## src/rtl/chte_pkg.sv

```systemverilog
// ----------------------------------------------------------------------------
// chte_pkg
// Shared types and constants for the chained hash table engine.
// ----------------------------------------------------------------------------
package chte_pkg;

  localparam int TABLE_SIZE_DEF = 1024;
  localparam int VALUE_BITS_DEF = 32;
  localparam int KEY_W          = 64;
  localparam int CMD_W          = 2;
  localparam int STATUS_W       = 3;
  localparam int CNT_W          = 11;
  localparam int VOUT_W         = 32;

  localparam logic [CMD_W-1:0] CMD_INSERT = 2'd0;
  localparam logic [CMD_W-1:0] CMD_REMOVE = 2'd1;
  localparam logic [CMD_W-1:0] CMD_LOOKUP = 2'd2;
  localparam logic [CMD_W-1:0] CMD_UNUSED = 2'd3;

  localparam logic [STATUS_W-1:0] ST_INSERTED = 3'd0;
  localparam logic [STATUS_W-1:0] ST_REPLACED = 3'd1;
  localparam logic [STATUS_W-1:0] ST_REMOVED  = 3'd2;
  localparam logic [STATUS_W-1:0] ST_FOUND    = 3'd3;
  localparam logic [STATUS_W-1:0] ST_MISSING  = 3'd4;
  localparam logic [STATUS_W-1:0] ST_FULL     = 3'd5;
  localparam logic [STATUS_W-1:0] ST_EMPTY    = 3'd6;

  // divider request from the sequencer to the modulo unit
  typedef struct packed {
    logic             start;
    logic [KEY_W-1:0] dividend;
    logic [CNT_W-1:0] divisor;
  } chte_div_req_t;

endpackage

```

## src/rtl/chte_mod.sv

```systemverilog
// ----------------------------------------------------------------------------
// chte_mod
// Bit-serial restoring remainder: one key bit per cycle.
// ----------------------------------------------------------------------------
module chte_mod
  import chte_pkg::*;
(
  input  logic             clk,
  input  logic             rst_n,
  input  chte_div_req_t    req,
  output logic             done,
  output logic [CNT_W-1:0] rem
);

  logic [KEY_W-1:0] sh_r, sh_nxt;
  logic [CNT_W-1:0] rem_r, rem_nxt;
  logic [CNT_W-1:0] dv_r, dv_nxt;
  logic [6:0]       cnt_r, cnt_nxt;
  logic             busy_r, busy_nxt;
  logic             done_r, done_nxt;
  logic [CNT_W:0]   trial;

  always_comb begin
    sh_nxt   = sh_r;
    rem_nxt  = rem_r;
    dv_nxt   = dv_r;
    cnt_nxt  = cnt_r;
    busy_nxt = busy_r;
    done_nxt = 1'b0;
    trial    = {rem_r, sh_r[KEY_W-1]};
    if (req.start) begin
      sh_nxt   = req.dividend;
      dv_nxt   = req.divisor;
      rem_nxt  = '0;
      cnt_nxt  = 7'(KEY_W);
      busy_nxt = 1'b1;
    end else if (busy_r) begin
      // remainder stays below divisor, so one compare and subtract
      if (trial >= {1'b0, dv_r}) rem_nxt = CNT_W'(trial - {1'b0, dv_r});
      else rem_nxt = CNT_W'(trial);
      sh_nxt  = {sh_r[KEY_W-2:0], 1'b0};
      cnt_nxt = cnt_r - 7'd1;
      if (cnt_r == 7'd1) begin
        busy_nxt = 1'b0;
        done_nxt = 1'b1;
      end
    end
  end

  always_ff @(posedge clk) begin
    sh_r  <= sh_nxt;
    rem_r <= rem_nxt;
    dv_r  <= dv_nxt;
    cnt_r <= cnt_nxt;
    if (!rst_n) begin
      busy_r <= 1'b0;
      done_r <= 1'b0;
    end else begin
      busy_r <= busy_nxt;
      done_r <= done_nxt;
    end
  end

  assign done = done_r;
  assign rem  = rem_r;

endmodule

```

## config.mk

```make
export PLATFORM = sky130hd
export DESIGN_NAME = chte_mod
export DESIGN_NICKNAME = d
export VERILOG_FILES = /design/src/rtl/chte_pkg.sv /design/src/rtl/chte_mod.sv
export SDC_FILE = /design/constraint.sdc
export NUM_CORES = 1
export LEC_CHECK = 0
export CAP_MARGIN = 20
export CORE_MARGIN = 2
export CORE_UTILIZATION = 35
export DETAILED_ROUTE_END_ITERATION = 6
export DONT_BUFFER_PORTS = 1
export GPL_TIMING_DRIVEN = 0
export PLACE_DENSITY = 0.52
export SLEW_MARGIN = 20
export SYNTH_ARGS = -nofsm -noshare
export SYNTH_HDL_FRONTEND = slang
export SYNTH_SLANG_ARGS = --single-unit
```

## constraint.sdc

```tcl
create_clock -name clk -period 4.3 [get_ports clk]
set_input_delay 0.645 -clock clk [delete_from_list [all_inputs] [get_ports clk]]
set_output_delay 0.645 -clock clk [all_outputs]
set_load 0.005 [all_outputs]
```

After elaboration in Yosys (flattened, before gate mapping)
Cells that the tools add are included.
Widths: inputs -> output; s select.
- register bits: 95
- $add $sub $neg: 2
- multiplexer cells: 7
- $lt $le $gt $ge: 1
- bitwise operators: 2
- reduce and logical (&&, ||, !) cells: 2
- eq/ne operators: 1
- operators with widths (kind ; number):
    $mux 64 ; 2
    $ge 12x11->1 ; 1
    $mux 11 ; 1
    $sub 11x11->11 ; 1
    $eq 7x1->1 const B ; 1
    $sub 7x1->7 const B ; 1
    $mux 1 ; 4
    $reduce_or 3->1 ; 1
    $not 1->1 ; 2
    $reduce_bool 2->1 ; 1

Longest topological paths before layout
Gate-level depths: netlist of run 1.
- depth in word-level cells: 4
- depth in mapped cells: 9
- mapped depth without buffers: 8

Worst setup path after synthesis of run 1
No wires, ideal clock.
- path kind: in2reg
- start: input req[75] in the netlist's numbering
- end: register sh_r[0], enable pin
- setup time: 0.418 ns
- path buffers: 2
- arrival: 2.443 ns
- required time: 3.882 ns
- stages: 4
- setup slack: 1.439 ns
- cells stage by stage: clkbuf_1 -> clkbuf_1 -> nor2_1 -> inv_1
- word-level cells in the longest chain between the ends: 1
- ends and longest elaborated chain (element ; RTL line ; text):
    from (decl) ; chte_mod.sv:10 ; input chte_div_req_t req,
    $reduce_bool 2->1 (no line) ; -- ;
    to (signal assigned) ; chte_mod.sv:51 ; sh_r <= sh_nxt;
    to (decl) ; chte_mod.sv:15 ; logic [KEY_W-1:0] sh_r, sh_nxt;
No other way between the ends.
A chain may end at the register's enable or synchronous reset.

Worst setup path after layout of run 1
- start: register sh_r[63]
- end: register rem_r[1], in the netlist rem[1]
- word-level cells in the longest chain between the ends: 2
- ends and longest elaborated chain (element ; RTL line ; text):
    $sub 11x11->11 or $ge 12x11->1 (tied branches) ; chte_mod.sv:39 ; if (trial >= {1'b0, dv_r}) rem_nxt = CNT_W'(trial - {1'b0, dv_r});
    $mux 11 * ; chte_mod.sv:39 ;
    to (signal assigned) ; chte_mod.sv:52 ; rem_r <= rem_nxt;
    to (decl) ; chte_mod.sv:16 ; logic [CNT_W-1:0] rem_r, rem_nxt;
Every way passes the cells marked *; elsewhere a longest branch is shown, timed or not.

==> reports/summary.md, run 1 <==
GRT
• **via count of the first global-routing pass** 2953
• **global-route wire length before repair** 15200 um
• **number of antenna violations at the first check in global routing** 2
• **overall overflow remaining after global route** 0
• **total routing resource utilization after global routing** 14.0%
• **pin count of the biggest net entering global routing** 60

Status
• **status** completed

Clocking
• **buffer type at the clock tree root** sky130_fd_sc_hd__clkbuf_16
• **Inserted Clock Buffers** 9
• **post_cts resized** 0
• **setup bufs post-CTS** 0
• **maximum number of buffers from clock root to sink** 2
• **TritonCTS clock tree** yes
• **clock latency on the worst-skew pair** 0.35 ns
• **# H-tree levels** 3
• **# hold bufs at CTS** 0
• **clock input transition at the sequential cells of the worst setup and hold paths** 0.07 ns
• **Num Clock Sinks** 95

Floorplanning
• **initial core utilization** 36.2%
• **area of the core region** 12800 um2
• **std cell rows** 41
• **die extent in y** 119 um
• **I/O Pins** 90
• **width of the die** 119 um
• **die area** 14100 um2

Yosys
• **async set-or-reset flop fraction in the synthesized netlist** 0%
• **number of different library cells in the post-synthesis netlist** 54
• **flops & latches, synth** 95
• **area share of the leading cell type in the synthesized netlist** 48.7%
• **top cells by count, synth** sky130_fd_sc_hd__edfxtp_1, sky130_fd_sc_hd__mux2_2, sky130_fd_sc_hd__nor2_1
• **Top FF cell, synth** sky130_fd_sc_hd__edfxtp_1
• **yosys warns** 0
• **Post-Syn Instances** 360
• **proportion of synthesized chip area in sequential cells** 57.4%
• **number of enable flip-flop cells after synthesis** 75
• **nets in the synthesized netlist** 452
• **most used standard cell by instance count after synthesis** sky130_fd_sc_hd__edfxtp_1
• **synthesized area divided by synthesized cell count** 12.8 um2
• **top cells by area in the synthesized netlist** sky130_fd_sc_hd__edfxtp_1, sky130_fd_sc_hd__mux2_2, sky130_fd_sc_hd__dfxtp_1
• **dominant cell type by area after synthesis** sky130_fd_sc_hd__edfxtp_1
• **post-synth design cell area** 4620 um2

Drt
• **routed via count** 2849
• **Vias/cell** 5.18
• **1st-pass router iterations** 4
• **topmost layer with routed signal wires** met5
• **met1 routed wirelength after detailed routing** 4080 um
• **routed wl met3** 804 um
• **DRC marker count from the first detailed-route iteration** 118
• **residual antenna-violating net count after detailed routing** 0
• **detailed-route wire length** 9590 um
• **total DRC errors in the routed layout** 0
• **average wire length per cell after detail routing** 17.4 um
• **met2 WL** 4600 um

Place
• **DPL Wire Length** 6770 um
• **I/O Buffers** 0
• **placer congestion estimate** 0.789

Power
• **Pwr Density** 443 nW/um2
• **portion of total power attributed to the clock network** 35.3%
• **switching power** 0.579 mW
• **leak pwr** 1.89 nW
• **part of the total power dissipated in combinational logic** 14.8%
• **switch share** 25.3%
• **sequential power share** 49.9%
• **worst ir drop on vdd** 313 uV
• **internal power of the cells** 1.71 mW

Setup path
• **Startpoint Class** register
• **Critical Path Fanout Max** 9
• **worst reg-to-reg setup slack** 1.72 ns
• **crit path DAT** 2.81 ns
• **CP peak stage delay** 0.57 ns
• **Reg2Reg Depth** 8
• **capture instance of the worst register-to-register path** rem[1]
• **Worst setup EP type** register
• **type of the worst setup path** register to register
• **r2r startpoint** sh_r[63]
• **cell with the largest stage delay on the worst path** sky130_fd_sc_hd__a211oi_2
• **required arrival time at the worst endpoint** 4.53 ns
• **Cell Chain, Critical Path** inv_1, ha_1, fa_1, and2b_1, o22ai_2, a211oi_2, o21ai_0, a31o_2

STA
• **endpoints failing setup** 0
• **Post-Route Skew** 0.00862 ns
• **Max Freq** 388 MHz
• **shortest period the worst path allows** 2.58 ns
• **Setup TNS Final** 0 ns
• **RSZ-0062 raised after global routing** false
• **share of the clock period used by the worst path after layout** 59.9%
• **minimum hold slack** 0.390 ns
• **Tightest Pin Transition** 0.633 ns
• **Worst slew margin** 57.7%
• **max-slew violation total from the final report** 0
• **final hold violation count** 0

Final layout
• **area delta synth->final** 11.8%
• **number of inserted filler cells in the final layout** 1242
• **Sequential cell area** 2650 um2
• **layout cell share with drive strength beyond 1** 25.2%
• **fin nets** 464
• **area used by multi-input combinational logic** 1810 um2

Hold path
• **class of the tightest hold or removal check** primary input to register
• **cell depth of the worst min-delay path** 0
• **worst min-delay path startpoint** req[8]
• **Hold Crit Endpoint** dv_r[8]

Job
• **number of violations of the max-capacitance limit** 0

-- sequential cells by signal (all words and copies together), names as in the netlist --
| name | count |
|---|---|
| busy_r | 1 |
| done | 1 |
| dv_r | 11 |
| cnt_r | 7 |
| sh_r | 64 |
| rem | 11 |
-- cells in the final DEF (no fill, tap or decap), types with 2 or more instances in the layout --
cell and count:
sky130_fd_sc_hd__buf_1 6, sky130_fd_sc_hd__nor3b_1 4, sky130_fd_sc_hd__nand4b_1 2, sky130_fd_sc_hd__xor2_1 2, sky130_fd_sc_hd__o21ai_0 10, sky130_fd_sc_hd__a211oi_2 2, sky130_fd_sc_hd__nand2_1 14, sky130_fd_sc_hd__clkbuf_1 9
sky130_fd_sc_hd__a211o_2 2, sky130_fd_sc_hd__a211oi_1 3, sky130_fd_sc_hd__a211o_1 2, sky130_fd_sc_hd__nor3_1 5, sky130_fd_sc_hd__a31oi_1 3, sky130_fd_sc_hd__o41ai_1 3, sky130_fd_sc_hd__inv_1 21, sky130_fd_sc_hd__o221ai_1 2
sky130_fd_sc_hd__buf_2 2, sky130_fd_sc_hd__nor4_1 3, sky130_fd_sc_hd__a311oi_1 6, sky130_fd_sc_hd__a21o_1 4, sky130_fd_sc_hd__ha_1 13, sky130_fd_sc_hd__a2111oi_0 2, sky130_fd_sc_hd__edfxtp_1 75, sky130_fd_sc_hd__mux2_2 64
sky130_fd_sc_hd__nand3_1 9, sky130_fd_sc_hd__clkbuf_16 9, sky130_fd_sc_hd__a21oi_1 11, sky130_fd_sc_hd__nor2_1 27, sky130_fd_sc_hd__nand4_1 2, sky130_fd_sc_hd__dfxtp_1 20, sky130_fd_sc_hd__xnor2_1 5, sky130_fd_sc_hd__nand2b_1 3
sky130_fd_sc_hd__or3_1 2
-- routing by layer --
layer	GRT usage, %	up-vias
li1	-	1378
met1	15.8	1386
met2	23.1	74
met3	7.42	9
met4	3.57	2
met5	0	-
-- per-stage QoR --
step	cell area [um2]	power, mW	utilization, %	cells	setup slack [ns]
after floorplan	4620	1.42	-	360	1.44
after global placement	4840	1.49	37.9	532	0.438
after detailed placement	4870	1.50	38.1	533	1.64
after CTS	5170	2.33	40.4	549	1.70
after global routing	5170	2.41	40.4	549	1.45
final	5170	2.29	40.5	550	1.72
-- final cells by class --
type	instances	share of cell area, %
Buffer	18	1.57
Tap cell	172	4.16
Antenna cell	1	0.0484
Clock buffer	10	4.43
Inverter	22	1.65
Clock inverter	6	1.31
Sequential cell	95	51.3
Multi-Input combinational cell	225	35.0
Timing Repair Buffer	1	0.533
-- power by group through the flow --
stage	Clock [mW]	Sequential (mW)	Combinational, mW
5_1_grt	0.873	1.15	0.380
3_3_place_gp	0	1.17	0.326
4_1_cts	0.847	1.14	0.341
2_1_floorplan	0	1.15	0.270
6_report	0.808	1.14	0.340
3_5_place_dp	0	1.16	0.339
-- how the worst max path moves through the flow --
stage / startpoint / end / slack [ns]
after floorplan: req[75] / sh_r[0] / 1.44
after global placement: req[75] / sh_r[42] / 0.44
after detailed placement: req[75] / sh_r[49] / 1.64
after CTS: sh_r[63] / rem[1] / 1.70
after global routing: sh_r[63] / rem[1] / 1.45
final: sh_r[63] / rem[1] / 1.72
-- cells by family (layout without fill, tap and decap cells) --
family / count (synthesis) / after routing / share of synthesized area (%)
AOI/OAI and AO/OA: 60 / 60 / 9.55
other: 0 / 1 / 0
and+or+nand+nor: 79 / 79 / 8.47
DFF: 95 / 95 / 57.4
xor gates and xnor gates: 7 / 7 / 1.33
buffers and inverters: 40 / 57 / 3.54
muxes: 65 / 65 / 15.8
adders and majority gates: 14 / 14 / 3.95
-- critical path: cells and delay by family, from the launching register on --
| kind | cells | cell delay (ns) |
|---|---|---|
| adder cells (fa/ha/maj) | 2 | 0.63 |
| flip-flops | 1 | 0.35 |
| AO/OA/AOI/OAI | 4 | 1.19 |
| AND/OR/NAND/NOR | 1 | 0.25 |
| buffers and inverters | 1 | 0.05 |
(Power assumes the default switching activity.)
==> run 2, diff against run 1 <==
--- a/config.mk
+++ b/config.mk
@@ -11,7 +11,7 @@
 export DETAILED_ROUTE_END_ITERATION = 6
 export DONT_BUFFER_PORTS = 1
 export GPL_TIMING_DRIVEN = 0
-export PLACE_DENSITY = 0.52
+export PLACE_DENSITY = 0.54
 export SLEW_MARGIN = 20
 export SYNTH_ARGS = -nofsm -noshare
 export SYNTH_HDL_FRONTEND = slang
==> constraint.sdc (replaced) <==
create_clock -name clk -period 2.3 [get_ports clk]
set_input_delay 0.345 -clock clk [delete_from_list [all_inputs] [get_ports clk]]
set_output_delay 0.345 -clock clk [all_outputs]
set_load 0.005 [all_outputs]
==> reports/summary.md, run 2 (same netlist as run 1, synthesis figures left out) <==
Drt
• **1st-pass router iterations** 4, unchanged
• **average wire length per cell after detail routing** 17.7 um, +1.3%
• **total DRC errors in the routed layout** 0, unchanged
• **DRC marker count from the first detailed-route iteration** 149, +26%
• **routed via count** 2873, +0.84%
• **residual antenna-violating net count after detailed routing** 0, unchanged
• **Vias/cell** 5.20, +0.30%
• **detailed-route wire length** 9770 um, +1.9%

Power
• **leak pwr** 1.90 nW, +0.66%
• **Design Power** 4.24 mW, +85%
• **worst ir drop on vdd** 471 uV, +51%
• **Pwr Density** 805 nW/um2, +82%

Clocking
• **Inserted Clock Buffers** 9, unchanged
• **maximum number of buffers from clock root to sink** 2, unchanged
• **Num Clock Sinks** 95, unchanged
• **clock input transition at the sequential cells of the worst setup and hold paths** 0.07 ns, about the same
• **TritonCTS clock tree** yes
• **# H-tree levels** 3, unchanged
• **clock latency on the worst-skew pair** 0.35 ns, about the same
• **buffer type at the clock tree root** sky130_fd_sc_hd__clkbuf_16

Final layout
• **leading cell type in the layout, fill and taps excluded** sky130_fd_sc_hd__edfxtp_1
• **Layout Cells excl Fill** 553, +0.55%
• **ANT cells** 0, -1
• **max reg flops** 64, unchanged
• **Final Cell Area** 5270 um2, +1.9%
• **commonest cells after routing, fill and taps aside** sky130_fd_sc_hd__edfxtp_1, sky130_fd_sc_hd__mux2_2, sky130_fd_sc_hd__nor2_1
• **area delta synth->final** 13.9%
• **Top reg by flops** sh_r
• **layout cell share with drive strength beyond 1** 28.9%, +3.7 points
• **fin nets** 468, +0.86%

Floorplanning
• **I/O Pins** 90, unchanged
• **width of the die** 119 um, unchanged
• **die area** 14100 um2, unchanged
• **area of the core region** 12800 um2, unchanged
• **die extent in y** 119 um, unchanged
• **initial core utilization** 36.2%, unchanged
• **std cell rows** 41, unchanged

STA
• **share of the clock period used by the worst path after layout** 94.7%, +35 points
• **Tightest Pin Transition** 0.616 ns, -0.0175 ns
• **Setup TNS Final** 0 ns, unchanged
• **max-slew violation total from the final report** 0, unchanged
• **Worst slew margin** 58.7%, +1.0 points
• **shortest period the worst path allows** 2.18 ns, -0.396 ns
• **Post-Route Skew** 0.00650 ns, -0.00212 ns
• **final hold violation count** 0, unchanged
• **setup slack of the critical path after layout** 0.121 ns, -1.60 ns
• **Max Freq** 459 MHz, +18%
• **RSZ-0062 raised after global routing** true
• **endpoints failing setup** 0, unchanged

GRT
• **pin count of the biggest net entering global routing** 37, -38%
• **global-route wire length before repair** 15700 um, +3.5%
• **number of antenna violations at the first check in global routing** 1, -1
• **overall overflow remaining after global route** 0, unchanged
• **via count of the first global-routing pass** 3119, +5.6%
• **total routing resource utilization after global routing** 14.4%, +0.44 points

Setup path
• **type of the worst setup path** register to register
• **Worst setup EP type** register
• **Startpoint Class** register
• **Critical Path Fanout Max** 4, -5
• **required arrival time at the worst endpoint** 2.53 ns, -2.00 ns
• **worst reg-to-reg setup slack** 0.12 ns, -1.60 ns
• **crit path DAT** 2.41 ns, -0.40 ns

Place
• **placer congestion estimate** 0.778, -1.4%
• **placed instance count** 533, unchanged
• **I/O Buffers** 0, unchanged
• **worst setup timing slack at the placement stage** -0.249 ns, -1.89 ns
• **Placement Cell Area** 4860 um2, -0.13%
• **DPL Wire Length** 6780 um, about the same

Job
• **number of violations of the max-capacitance limit** 0, unchanged

Status
• **status** completed

Hold path
• **class of the tightest hold or removal check** primary input to register

[run 2: final timing paths]
path | from | endpoint | depth (start not counted)
setup / recovery | sh_r[63] | rem[10] | 10
hold / removal | req[0] | dv_r[0] | 0
setup reg to reg | sh_r[63] | rem[10] | 10
hold reg to reg | cnt_r[1] | cnt_r[1] | 2
[run 2: final cells by class]
| type | instances | area (um2) |
|---|---|---|
| Tap cell | 172 | 215 |
| Buffer | 18 | 85.1 |
| Timing Repair inverter | 1 | 5.00 |
| Timing Repair Buffer | 4 | 46.3 |
| Clock buffer | 10 | 229 |
| Clock inverter | 6 | 52.6 |
| Fill cell | 1214 | 7500 |
| Inverter | 22 | 86.3 |
| Sequential cell | 95 | 2660 |
| Multi-Input combinational cell | 225 | 1890 |
[run 2: layer usage]
metal  share of wire, %  GRT usage, %
met1                 41          16.1
met2                 49          24.0
met3                8.3          6.90
met4                1.3          5.13
met5                  0             0
[run 2: worst max-delay path: stages, from the launching register on]
cell and delay, ns:
sky130_fd_sc_hd__edfxtp_1 0.39, sky130_fd_sc_hd__inv_1 0.07, sky130_fd_sc_hd__ha_2 0.18, sky130_fd_sc_hd__fa_2 0.20
sky130_fd_sc_hd__and2b_2 0.26, sky130_fd_sc_hd__o22ai_4 0.19, sky130_fd_sc_hd__a211oi_4 0.10, sky130_fd_sc_hd__buf_4 0.15
sky130_fd_sc_hd__buf_4 0.14, sky130_fd_sc_hd__o41ai_4 0.30, sky130_fd_sc_hd__a21oi_1 0.07
[run 2: stage by stage]
step / hold slack [ns] / utilization (%)
4_1_cts: 0.0703 / 40.6
3_3_place_gp: 0.444 / 37.9
2_1_floorplan: 0.444 / -
6_report: 0.0852 / 41.2
5_1_grt: 0.0682 / 41.2
3_5_place_dp: 0.444 / 38.1
[run 2: power breakdown]
part	internal, mW	leakage [nW]	switching, mW
logic	0.303	0.848	0.364
clock network	0.752	0.137	0.679
registers	2.06	0.917	0.0820
total	3.11	1.90	1.13
[run 2: repair_timing]
action / CTS / global route
endpoints found under the hold margin: 0 / 0
endpoints found under the setup margin: 9 / 47
cloned: 0 / 1
hold buffers: 0 / 0
buffers inserted: 3 / 0
pin swaps: 2 / 7
resized for setup: 6 / 16
==> run 3, diff against run 2 <==
--- a/config.mk
+++ b/config.mk
@@ -6,12 +6,15 @@
 export NUM_CORES = 1
 export LEC_CHECK = 0
 export CAP_MARGIN = 20
+export CELL_PAD_IN_SITES_DETAIL_PLACEMENT = 2
+export CELL_PAD_IN_SITES_GLOBAL_PLACEMENT = 2
 export CORE_MARGIN = 2
 export CORE_UTILIZATION = 35
+export CTS_BUF_LIST = sky130_fd_sc_hd__clkbuf_8 sky130_fd_sc_hd__clkbuf_16
 export DETAILED_ROUTE_END_ITERATION = 6
 export DONT_BUFFER_PORTS = 1
 export GPL_TIMING_DRIVEN = 0
-export PLACE_DENSITY = 0.54
+export PLACE_DENSITY = 0.73
 export SLEW_MARGIN = 20
 export SYNTH_ARGS = -nofsm -noshare
 export SYNTH_HDL_FRONTEND = slang
==> reports/summary.md, run 3 (same netlist as run 1, synthesis figures left out) <==
Final layout
• **commonest cells after routing, fill and taps aside** sky130_fd_sc_hd__edfxtp_1, sky130_fd_sc_hd__mux2_2, sky130_fd_sc_hd__nor2_1
• **number of inserted filler cells in the final layout** 1248, +2.8%
• **leading cell type in the layout, fill and taps excluded** sky130_fd_sc_hd__edfxtp_1
• **layout cell share with drive strength beyond 1** 33.1%, +4.2 points
• **Final Cell Area** 5380 um2, +2.1%
• **Layout Cells excl Fill** 560, +1.3%
• **area delta synth->final** 16.4%
• **fin nets** 474, +1.3%
• **Top reg by flops** sh_r
• **Sequential cell area** 2660 um2, unchanged
• **max reg flops** 64, unchanged
• **final core utilization** 42.1%, +0.88 points
• **area used by multi-input combinational logic** 1950 um2, +2.8%

Floorplanning
• **width of the die** 119 um, unchanged
• **I/O Pins** 90, unchanged
• **std cell rows** 41, unchanged
• **die area** 14100 um2, unchanged
• **area of the core region** 12800 um2, unchanged
• **initial core utilization** 36.2%, unchanged
• **die extent in y** 119 um, unchanged

Power
• **switch share** 27.5%, +0.99 points
• **internal power of the cells** 3.14 mW, +0.93%
• **leak pwr** 1.97 nW, +3.3%
• **Design Power** 4.34 mW, +2.3%
• **switching power** 1.19 mW, +6.1%
• **part of the total power dissipated in combinational logic** 17.2%, +1.5 points
• **portion of total power attributed to the clock network** 33.3%, -0.5 points
• **worst ir drop on vdd** 444 uV, -5.7%
• **Pwr Density** 806 nW/um2, +0.17%
• **sequential power share** 49.5%, -1.0 points

GRT
• **pin count of the biggest net entering global routing** 37, unchanged
• **total routing resource utilization after global routing** 17.0%, +2.6 points
• **global-route wire length before repair** 18200 um, +16%
• **number of antenna violations at the first check in global routing** 4, +3
• **overall overflow remaining after global route** 0, unchanged
• **via count of the first global-routing pass** 3280, +5.2%

STA
• **Max Freq** 432 MHz, -5.8%
• **max-slew violation total from the final report** 0, unchanged
• **Tightest Pin Transition** 0.656 ns, +0.0407 ns
• **final hold violation count** 0, unchanged
• **share of the clock period used by the worst path after layout** 101%, +5.8 points
• **Post-Route Skew** 0.00571 ns, -0.000791 ns
• **shortest period the worst path allows** 2.31 ns, +0.133 ns
• **endpoints failing setup** 5, +5
• **minimum hold slack** 0.0842 ns, -0.00103 ns
• **Setup TNS Final** -0.0324 ns, -0.0324 ns
• **RSZ-0062 raised after global routing** true
• **Worst slew margin** 56.2%, -2.6 points
• **setup slack of the critical path after layout** -0.0123 ns, -0.133 ns

Hold path
• **Hold Crit Endpoint** dv_r[7]
• **worst min-delay path startpoint** req[7]
• **cell depth of the worst min-delay path** 0, unchanged
• **class of the tightest hold or removal check** primary input to register

Clocking
• **buffer type at the clock tree root** sky130_fd_sc_hd__clkbuf_16
• **# hold bufs at CTS** 0, unchanged
• **clock input transition at the sequential cells of the worst setup and hold paths** 0.07 ns, about the same
• **Num Clock Sinks** 95, unchanged
• **TritonCTS clock tree** yes
• **clock latency on the worst-skew pair** 0.35 ns, about the same
• **Inserted Clock Buffers** 9, unchanged
• **# H-tree levels** 3, unchanged
• **maximum number of buffers from clock root to sink** 2, unchanged

Place
• **Placement Cell Area** 4860 um2, unchanged
• **worst setup timing slack at the placement stage** -0.325 ns, -0.0762 ns
• **I/O Buffers** 0, unchanged
• **DPL Wire Length** 8000 um, +18%
• **placer congestion estimate** 0.792, +1.9%
• **placed instance count** 533, unchanged

Setup path
• **cell class contributing the biggest share of worst-path delay** compound AO/OA/AOI/OAI gates
• **Reg2Reg Depth** 7, -3
• **capture instance of the worst register-to-register path** rem[0]
• **CP peak stage delay** 0.41 ns, +0.02 ns
• **worst reg-to-reg setup slack** -0.01 ns, -0.13 ns
• **Buf+Inv Stages, Crit Path** 0, -3
• **Cell Chain, Critical Path** ha_2, fa_2, and2b_2, o22ai_4, a211o_1, a21o_2, a311oi_2
• **cell with the largest stage delay on the worst path** sky130_fd_sc_hd__fa_2
• **required arrival time at the worst endpoint** 2.56 ns, +0.03 ns
• **Worst setup EP type** register
• **crit path DAT** 2.58 ns, +0.17 ns
• **r2r startpoint** dv_r[0]
• **Critical Path Fanout Max** 4, unchanged
• **Startpoint Class** register
• **type of the worst setup path** register to register

Job
• **number of violations of the max-capacitance limit** 0, unchanged

Drt
• **1st-pass router iterations** 4, unchanged
• **total DRC errors in the routed layout** 0, unchanged
• **detailed-route wire length** 11400 um, +16%
• **routed via count** 2972, +3.4%
• **residual antenna-violating net count after detailed routing** 0, unchanged
• **DRC marker count from the first detailed-route iteration** 108, -28%
• **Vias/cell** 5.31, +2.2%
• **average wire length per cell after detail routing** 20.3 um, +15%

Status
• **violated checks** setup timing
• **status** complete, but fails checks

-- run 3: cell count changes in the layout (fill, tap and decap cells not counted), sizes merged --
cell / change
buf: +7
clkbuf: -1
clkinvlp: -1
diode: +1
inv: +1
-- run 3: cell type report --
type | count | share of cell area, %
sequential | 95 | 49.3
multi-input combinational | 225 | 36.2
clock buffer | 9 | 4.19
tap | 172 | 4.00
timing repair buffer | 11 | 2.05
inverter | 22 | 1.60
buffer | 18 | 1.58
clock inverter | 7 | 1.00
antenna | 1 | 0.0465
-- run 3: what timing repair did --
item,4_1_cts,5_1_grt
buffers inserted,6,4
pin swaps,3,13
gates resized for setup,7,30
endpoints found under the setup margin,10,47
-- run 3: worst max path at each step --
| stage | start | to | slack, ns | cells after the start |
|---|---|---|---|---|
| after global placement | req[75] | sh_r[17] | -0.76 | 4 |
| after floorplan | req[75] | sh_r[0] | 0.03 | 4 |
| after CTS | sh_r[63] | rem[10] | 0.005 | 11 |
| after global routing | sh_r[63] | rem[10] | -0.1 | 9 |
| final | dv_r[0] | rem[0] | -0.01 | 7 |
| after detailed placement | sh_r[63] | rem[3] | -0.33 | 8 |
-- run 3: routing by layer --
layer / GRT usage, % / vias up / wire length (um)
li1: - / 1395 / -
met2: 27.7 / 77 / 5640
met1: 20.1 / 1471 / 4620
met5: 0 / - / 16
met3: 6.66 / 25 / 732
met4: 6.77 / 4 / 341
-- run 3: power by group through the flow --
| stage | clock network (mW) | registers [mW] | logic (mW) |
|---|---|---|---|
| 3_5_place_dp | 0 | 2.19 | 0.653 |
| 6_report | 1.44 | 2.15 | 0.746 |
| 3_3_place_gp | 0 | 2.18 | 0.618 |
| 5_1_grt | 1.56 | 2.17 | 0.830 |
| 4_1_cts | 1.51 | 2.15 | 0.680 |
| 2_1_floorplan | 0 | 2.15 | 0.506 |
